### src/hdl/bpa_pkg.sv
// Shared types, constants and helpers for the buddy page allocator.
// No dependencies; imported by every module of the block except bpa_ram.
package bpa_pkg;

  localparam int POOL_PAGES = 2048;
  localparam int NUM_ORDERS = 11;
  localparam int TOP_ORDER  = NUM_ORDERS - 1;
  localparam int PAGE_SHIFT = 12;                  // 4096-byte pages
  localparam int ADDR_W     = 48;
  localparam int CNT_W      = 12;                  // page_count / pool size
  localparam int IDX_W      = 11;                  // page / block index
  localparam int ORD_W      = 4;
  localparam int REC_W      = 5;                   // order + 1, 0 = none
  localparam int WORD_W     = 32;                  // free-map RAM word
  localparam int BIT_W      = 5;
  localparam int WSEL_W     = IDX_W - BIT_W;
  localparam int CFG_IDX_W  = 1;
  localparam int CFG_W      = 48;

  localparam logic [CFG_IDX_W-1:0] REG_BASE_ADDRESS = 1'd0;
  localparam logic [CFG_IDX_W-1:0] REG_POOL_SIZE    = 1'd1;
  localparam logic [CNT_W-1:0]     TOTAL_RESET      = CNT_W'(POOL_PAGES);

  typedef enum logic [1:0] {
    ST_OK       = 2'd0,
    ST_BAD_SIZE = 2'd1,
    ST_NO_BLOCK = 2'd2,
    ST_BAD_FREE = 2'd3
  } status_e;

  typedef enum logic {
    CMD_ALLOC = 1'b0,
    CMD_FREE  = 1'b1
  } cmd_e;

  // Which block bit the free-map port points at.
  typedef enum logic [1:0] {
    TG_SCAN   = 2'd0,   // word under scan
    TG_IDX    = 2'd1,   // current block
    TG_IDX_HI = 2'd2,   // upper half after a split
    TG_BUDDY  = 2'd3    // buddy of current block
  } tgt_e;

  function automatic int order_words(input int k);
    return ((POOL_PAGES >> k) > WORD_W) ? ((POOL_PAGES >> k) >> BIT_W) : 1;
  endfunction

  function automatic int fm_words();
    int acc;
    acc = 0;
    for (int j = 0; j < NUM_ORDERS; j++) acc += order_words(j);
    return acc;
  endfunction

  localparam int FM_WORDS = fm_words();
  localparam int FM_AW    = $clog2(FM_WORDS);

  // First free-map word of order k.
  function automatic logic [FM_AW-1:0] order_base(input logic [ORD_W-1:0] k);
    logic [FM_AW-1:0] acc;
    acc = '0;
    for (int j = 0; j < NUM_ORDERS; j++) begin
      if (ORD_W'(j) < k) acc = acc + FM_AW'(order_words(j));
    end
    return acc;
  endfunction

  function automatic logic [WSEL_W-1:0] order_last(input logic [ORD_W-1:0] k);
    logic [WSEL_W-1:0] r;
    r = '0;
    for (int j = 0; j < NUM_ORDERS; j++) begin
      if (ORD_W'(j) == k) r = WSEL_W'(order_words(j) - 1);
    end
    return r;
  endfunction

  typedef struct packed {
    logic    sweep;
    logic    latch;
    logic    scan_start;
    logic    scan_next_word;
    logic    scan_next_order;
    logic    hit;
    logic    fm_rd;
    logic    fm_wr;
    logic    fm_set;
    tgt_e    tgt;
    logic    split;
    logic    merge;
    logic    rec_rd;
    logic    rec_free;
    logic    rec_alloc;
    logic    resp;
    status_e resp_status;
    logic    resp_addr;
  } bpa_ctl_t;

  typedef struct packed {
    logic is_free;
    logic count_bad;
    logic addr_bad;
    logic word_hit;
    logic last_word;
    logic top_order;
    logic above_need;
    logic rec_zero;
    logic tgt_bit;
    logic sweep_last;
    logic rebuild;
  } bpa_sts_t;

endpackage

### src/hdl/bpa_ctrl.sv
// Allocator sequencer: one-hot state machine driving the datapath commands.
// Uses bpa_pkg.
module bpa_ctrl (
  input  logic              clk_i,
  input  logic              rst_ni,
  input  logic              start,
  output logic              busy,
  input  bpa_pkg::bpa_sts_t sts_i,
  output bpa_pkg::bpa_ctl_t ctl_o
);
  import bpa_pkg::*;

  typedef enum logic [13:0] {
    S_CLEAR     = 14'b00000000000001,
    S_IDLE      = 14'b00000000000010,
    S_DECODE    = 14'b00000000000100,
    S_SCAN_RD   = 14'b00000000001000,
    S_SCAN_CHK  = 14'b00000000010000,
    S_TAKE      = 14'b00000000100000,
    S_SET_RD    = 14'b00000001000000,
    S_SET_WR    = 14'b00000010000000,
    S_REC_WR    = 14'b00000100000000,
    S_REC_CHK   = 14'b00001000000000,
    S_MERGE_TST = 14'b00010000000000,
    S_MERGE_CHK = 14'b00100000000000,
    S_SPARE_A   = 14'b01000000000000,
    S_SPARE_B   = 14'b10000000000000
  } state_e;

  state_e state_q, state_d;

  always_comb begin
    state_d = state_q;
    ctl_o   = '0;
    case (state_q)
      S_CLEAR: begin
        ctl_o.sweep = 1'b1;
        if (sts_i.sweep_last) state_d = S_IDLE;
      end
      S_IDLE: begin
        if (sts_i.rebuild) begin
          state_d = S_CLEAR;
        end else if (start) begin
          ctl_o.latch = 1'b1;
          state_d     = S_DECODE;
        end
      end
      S_DECODE: begin
        if (!sts_i.is_free) begin
          if (sts_i.count_bad) begin
            ctl_o.resp        = 1'b1;
            ctl_o.resp_status = ST_BAD_SIZE;
            state_d           = S_IDLE;
          end else begin
            ctl_o.scan_start = 1'b1;
            state_d          = S_SCAN_RD;
          end
        end else if (sts_i.addr_bad) begin
          ctl_o.resp        = 1'b1;
          ctl_o.resp_status = ST_BAD_FREE;
          state_d           = S_IDLE;
        end else begin
          ctl_o.rec_rd = 1'b1;
          state_d      = S_REC_CHK;
        end
      end
      S_SCAN_RD: begin
        ctl_o.fm_rd = 1'b1;
        ctl_o.tgt   = TG_SCAN;
        state_d     = S_SCAN_CHK;
      end
      S_SCAN_CHK: begin
        if (sts_i.word_hit) begin
          ctl_o.hit = 1'b1;
          state_d   = S_TAKE;
        end else if (sts_i.last_word) begin
          if (sts_i.top_order) begin
            ctl_o.resp        = 1'b1;
            ctl_o.resp_status = ST_NO_BLOCK;
            state_d           = S_IDLE;
          end else begin
            ctl_o.scan_next_order = 1'b1;
            state_d               = S_SCAN_RD;
          end
        end else begin
          ctl_o.scan_next_word = 1'b1;
          state_d              = S_SCAN_RD;
        end
      end
      S_TAKE: begin
        ctl_o.fm_wr = 1'b1;
        ctl_o.tgt   = TG_IDX;
        if (sts_i.above_need) begin
          ctl_o.split = 1'b1;
          state_d     = S_SET_RD;
        end else begin
          state_d = S_REC_WR;
        end
      end
      S_SET_RD: begin
        ctl_o.fm_rd = 1'b1;
        ctl_o.tgt   = sts_i.is_free ? TG_IDX : TG_IDX_HI;
        state_d     = S_SET_WR;
      end
      S_SET_WR: begin
        ctl_o.fm_wr  = 1'b1;
        ctl_o.fm_set = 1'b1;
        ctl_o.tgt    = sts_i.is_free ? TG_IDX : TG_IDX_HI;
        if (sts_i.is_free) begin
          ctl_o.resp        = 1'b1;
          ctl_o.resp_status = ST_OK;
          state_d           = S_IDLE;
        end else if (sts_i.above_need) begin
          ctl_o.split = 1'b1;
          state_d     = S_SET_RD;
        end else begin
          state_d = S_REC_WR;
        end
      end
      S_REC_WR: begin
        ctl_o.rec_alloc   = 1'b1;
        ctl_o.resp        = 1'b1;
        ctl_o.resp_status = ST_OK;
        ctl_o.resp_addr   = 1'b1;
        state_d           = S_IDLE;
      end
      S_REC_CHK: begin
        if (sts_i.rec_zero) begin
          ctl_o.resp        = 1'b1;
          ctl_o.resp_status = ST_BAD_FREE;
          state_d           = S_IDLE;
        end else begin
          ctl_o.rec_free = 1'b1;
          state_d        = S_MERGE_TST;
        end
      end
      S_MERGE_TST: begin
        if (sts_i.top_order) begin
          state_d = S_SET_RD;
        end else begin
          ctl_o.fm_rd = 1'b1;
          ctl_o.tgt   = TG_BUDDY;
          state_d     = S_MERGE_CHK;
        end
      end
      S_MERGE_CHK: begin
        ctl_o.tgt = TG_BUDDY;
        if (sts_i.tgt_bit) begin
          ctl_o.fm_wr = 1'b1;
          ctl_o.merge = 1'b1;
          state_d     = S_MERGE_TST;
        end else begin
          state_d = S_SET_RD;
        end
      end
      default: state_d = S_IDLE;
    endcase
  end

  always_ff @(posedge clk_i or negedge rst_ni) begin
    if (!rst_ni) begin
      state_q <= S_CLEAR;
    end else begin
      state_q <= state_d;
    end
  end

  assign busy = (state_q != S_IDLE);

endmodule

### config.mk
export PLATFORM = sky130hd
export DESIGN_NAME = bpa_ctrl
export DESIGN_NICKNAME = d
export VERILOG_FILES = /design/src/hdl/bpa_pkg.sv /design/src/hdl/bpa_ctrl.sv
export SDC_FILE = /design/constraint.sdc
export NUM_CORES = 1
export LEC_CHECK = 0
export ABC_AREA = 0
export BUFFER_PORTS_ARGS = -buffer_cell sky130_fd_sc_hd__buf_2
export CAP_MARGIN = 20
export CORE_UTILIZATION = 35
export DETAILED_ROUTE_END_ITERATION = 10
export GPL_TIMING_DRIVEN = 0
export HOLD_SLACK_MARGIN = 0.02
export MAX_ROUTING_LAYER = met4
export PLACE_DENSITY = 0.74
export SYNTH_ARGS = -nofsm -noshare
export SYNTH_HDL_FRONTEND = slang
export SYNTH_SLANG_ARGS = --single-unit
### constraint.sdc
create_clock -name clk_i -period 1.66 [get_ports clk_i]
set_input_delay 0.166 -clock clk_i [delete_from_list [all_inputs] [get_ports clk_i]]
set_output_delay 0.166 -clock clk_i [all_outputs]
set_load 0.05 [all_outputs]
* Yosys cells after proc, flatten, opt, wreduce, memory -nomap -nowiden
Cells that the tools add are included.
Cells by class: equal/unequal tests 15, multiplexer cells 54, reduce and logical (&&, ||, !) cells 4
Operator list (count):
- case mux 14 bit (11 select lines) | 1
- 2-to-1 mux 14 bit | 7
- 2-to-1 mux 3 bit | 9
- 2-to-1 mux 1 bit | 22
- 2-to-1 mux 11 bit | 2
- case mux 3 bit (5 select lines) | 1
- equality test 14 x 1 -> 1 bit (second input constant) | 1
- equality test 14 x 10 -> 1 bit (second input constant) | 1
- equality test 14 x 11 -> 1 bit (second input constant) | 1
- equality test 14 x 12 -> 1 bit (second input constant) | 1
- equality test 14 x 2 -> 1 bit (second input constant) | 1
- equality test 14 x 3 -> 1 bit (second input constant) | 1
- equality test 14 x 4 -> 1 bit (second input constant) | 1
- equality test 14 x 5 -> 1 bit (second input constant) | 1
- equality test 14 x 6 -> 1 bit (second input constant) | 1
- equality test 14 x 7 -> 1 bit (second input constant) | 1
- equality test 14 x 8 -> 1 bit (second input constant) | 1
- equality test 14 x 9 -> 1 bit (second input constant) | 1
- inequality test 14 x 2 -> 1 bit (second input constant) | 1
- 2-to-1 mux 12 bit | 1
- 2-to-1 mux 10 bit | 1
- 2-to-1 mux 9 bit | 1
- 2-to-1 mux 4 bit | 2
- case mux 2 bit (4 select lines) | 1
- 6 further kinds | 12
Word-level totals: bits in registers 14, input bits 14, output and inout port bits 21, logic and storage cells 74

* Longest topological paths before layout
depth after elaboration 4, gate-level depth with buffers 6, mapped depth without buffers 5

* Least setup slack after synthesis
OpenSTA, ideal clock, no wires.
kind register to output, start register state_q[3], end output port ctl_o[3] in the netlist's numbering, data arrival time 3153 ps, required time 1494 ps, path slack -1659 ps, cell stages (with the launch flop) 5, path buffers 0, path through dfrtp_1 > nor4_2 > nand2_1 > nor4_1 > nand2b_1
RTL lines:
- start, declared | RTL line bpa_ctrl.sv:30 | state_e state_q, state_d;
- start signal, assigned | RTL line bpa_ctrl.sv:164 | state_q <= state_d;
- end, declared | RTL line bpa_ctrl.sv:9 | output bpa_pkg::bpa_ctl_t ctl_o

==> results.tsv <==
stage	metric	value	unit
clock_network	CTS root buffer	clkbuf_4	
clock_network	clock slew at reported path FFs	0.09	ns
floorplanning	die width	55.1	um
grt	global-route wire length before repair	5.66	mm
worst_setup_path	Worst Path Arrival	2.08	ns
logic_synthesis	flops & latches, synth	12	
timing	setup tns final	-10.85	ns
route	Top Layer Used	met4	
placement	Placed Instances	181	
layout	Reg area	309	um2
layout	footprint of the multi-input gates	980	um2
worst_setup_path	crit path launch	state_q[5]	
logic_synthesis	post-synth cell types	40	
worst_setup_path	CP peak stage delay	0.42	ns
clock_network	clock sinks	12	
timing	setup violators final	26	
logic_synthesis	Ys Warns	0	
route	via count	1332	
timing	setup slack after layout	-0.581	ns
worst_setup_path	Slowest-stage cell, CP	dfrtp_1	
min_path	hold crit path type	primary input to flop	
logic_synthesis	Post-synth top flop	dfrtp_1	
timing	fmax	446	MHz
clock_network	H-tree depth	1	
grt	antenna violations before repair	0	
timing	Clock Skew	0.00357	ns
placement	dpl hpwl	2.13	mm
logic_synthesis	Syn Area/Cell	8.45	um2
timing	Worst slew margin	60.1	%
power_and_ir_drop	total power	2.10	mW
worst_setup_path	startpoint types	flop	
layout	Layout fillers	140	
floorplanning	I/O Pins	35	
status	violated checks	setup timing	
logic_synthesis	Synth Area in Adders	0	%
worst_setup_path	Critical Path RT	1.49	ns
layout	Area Growth Syn to Fin	113	%
logic_synthesis	top-count cell post-synth	dfrtp_1	
layout	Layout Nets	207	
layout	fin cells	222	
floorplanning	row count	18	
route	WL final	4.41	mm
timing	RSZ-0062 raised after global routing	yes	
worst_setup_path	Crit Path Max Fanout	6	
floorplanning	Die ar.	3040	um2
logic_synthesis	number of enable flip-flop cells after synthesis	0	
logic_synthesis	Synth async-reset ratio	100	%
logic_synthesis	Synth area leaders	dfrtp_1 (28%), nand2b_1 (4.4%), nor4_4 (4.3%), nor2_1 (3.8%), nor3b_1 (3.8%)	
worst_setup_path	most frequent CP cell	buf_6	
placement	routability cong.	0.748	
power_and_ir_drop	P_leak	0.954	nW
placement	count of input and output buffers	34	
worst_setup_path	Worst Setup Path Type	flop to output port	
route	Post-route DRC	0	
route	DR WL met2	2.33	mm
logic_synthesis	Post-synth top cells	dfrtp_1 (11), nor2_1 (10), nand2_1 (7), nand2b_1 (7)	
layout	Biggest register	state_q	
min_path	Hold Crit Start	sts_i[4]	
worst_setup_path	crit-path cells	nor4_4 -> buf_6 -> and2_4 -> nand4_1 -> buf_6 -> o221ai_4 -> buf_6	
grt	largest net degree at the start of global routing	13	
floorplanning	die height	55.1	um
route	routed wl met3	318	um
timing	slew at the pin with the worst max-slew slack	0.597	ns
layout	fraction of layout cells with a size suffix above 1	67.7	%
worst_setup_path	Reg-to-Reg Start	state_q[5]	
worst_setup_path	delay-heaviest family, CP	simple AND/OR/NAND/NOR gates	
grt	overall routing resource usage	28.0	%
layout	# diodes	0	
clock_network	CTS tree	done	
layout	number of flip-flops in the largest register	12	
floorplanning	Core Area	2570	um2
grt	vias in the first global route	1228	
logic_synthesis	post-synthesis simple-gate area fraction	47.3	%
timing	Slew Viols, Final	0	
logic_synthesis	top cell type's share of synthesized area	27.8	%
clock_network	Longest Clk Path Bufs	2	
timing	fin crit share	135	%
floorplanning	effective utilization at floorplan	38.5	%
timing	WHS	0.0331	ns
logic_synthesis	post-synth top area cell	dfrtp_1	
route	DRC marker count from the first detailed-route iteration	42	
logic_synthesis	syn nets	131	
clock_network	cts bufs inserted	3	
flow_run	total of max-cap violations	0	
timing	Min Clock Period, post-route	2.24	ns
route	WL/cell	19.9	um
route	met1 wire length	1.57	mm
logic_synthesis	Synth Area in Compound Gates	9.87	%
clock_network	clk_lat worst skew	0.29	ns
logic_synthesis	multiplexer share of the synthesized area	2.03	%
power_and_ir_drop	worst vdd ir	0.00114	V
route	vias per inst	6.00	
power_and_ir_drop	PwrDens	996	nW/um2
layout	top flop regs	state_q (12)	
logic_synthesis	Synth Area in XOR/XNOR	4.43	%
logic_synthesis	sequential share of the synthesized area	30.5	%
route	DR pass1 iterations	4	
status	status	finished with violations	
logic_synthesis	Mapped Area	988	um2
worst_setup_path	Buf/Inv on CP	3	
worst_setup_path	critical path endpoint category	output port	
grt	GRT Residual Overflow	0	
timing	Fin. Hold Viols	0	
logic_synthesis	largest family of logic cells by synthesized area	simple AND/OR/NAND/NOR gates	
logic_synthesis	cells after synthesis	117	
route	Final ANT Viol Nets	0	
[area by class of cell]
| cell class | instances | share of cell area, % |
|---|---|---|
| Multi-Input combinational cell | 94 | 46.4 |
| Sequential cell | 12 | 14.7 |
| Tap cell | 30 | 1.78 |
| Inverter | 6 | 1.25 |
| Buffer | 5 | 2.14 |
| Timing Repair Buffer | 71 | 32.0 |
| Clock buffer | 4 | 1.72 |
[worst register-to-register path: stages, from the launching register on]
cell      delay, ns
dfrtp_1        0.42
nor4_4         0.33
buf_6          0.20
and2_4         0.17
buf_4          0.11
buf_6          0.09
nand4b_1       0.12
buf_4          0.17
buf_4          0.13
buf_6          0.12
nor2_4         0.07
a31oi_1        0.04
[path summary, 6_finish.rpt]
check | endpoint | slack (ns) | cells past startpoint
min | state_q[8] | 0.03 | 2
min in group asynchronous | state_q[2] | 0.29 | 2
max in group asynchronous | state_q[0] | 1.09 | 2
max reg2reg | state_q[1] | -0.44 | 11
max | ctl_o[2] | -0.58 | 7
min reg2reg | state_q[4] | 0.69 | 1
[per-layer routing]
metal  vias up  track usage, %
met4         0            5.00
met1       651            32.1
li1        574               -
met5         -               -
met2        82            49.8
met3        25            6.56
[power breakdown]
part	switching, mW	internal [mW]
sequential	0.0510	0.334
clock	0.117	0.134
combinational	0.767	0.699
[cell usage in the layout, fill, tap and decap left out, types with 4 or more instances in the layout]
cell type and count:
buf_8 10, buf_2 13, nand2_1 4, nor4_4 6, nor2b_1 4, buf_4 24, nand2b_1 4, inv_1 5
dfrtp_2 6, dfrtp_1 5, buf_6 28, nor2_1 7, nor2_4 4
[cell families (layout without fill, tap and decap cells)]
family	Yosys count	after routing
AOI/OAI and AO/OA	15	15
xor gates and xnor gates	5	5
buffers and inverters	11	86
DFF	12	12
muxes	2	2
and+or+nand+nor	72	72
[stage by stage]
step                      instance area (um2)  setup WS, ns  util [%]
after global placement                   1410        -0.549      54.8
after floorplan                          1200        -0.439         -
after global routing                     2110        -0.612      82.2
after CTS                                1960        -0.466      76.4
after detailed placement                 1410        -0.606      54.8
final                                    2110        -0.581      82.2
[timing repair]
item                                    in CTS  in global routing
endpoints found under the setup margin      26                 25
endpoints found under the hold margin       11                  0
pin swaps                                   17                  9
gates resized for setup                     82                 20
buffers inserted                            29                 11
hold buffers                                 1                  0
(Power assumes the default switching activity.)
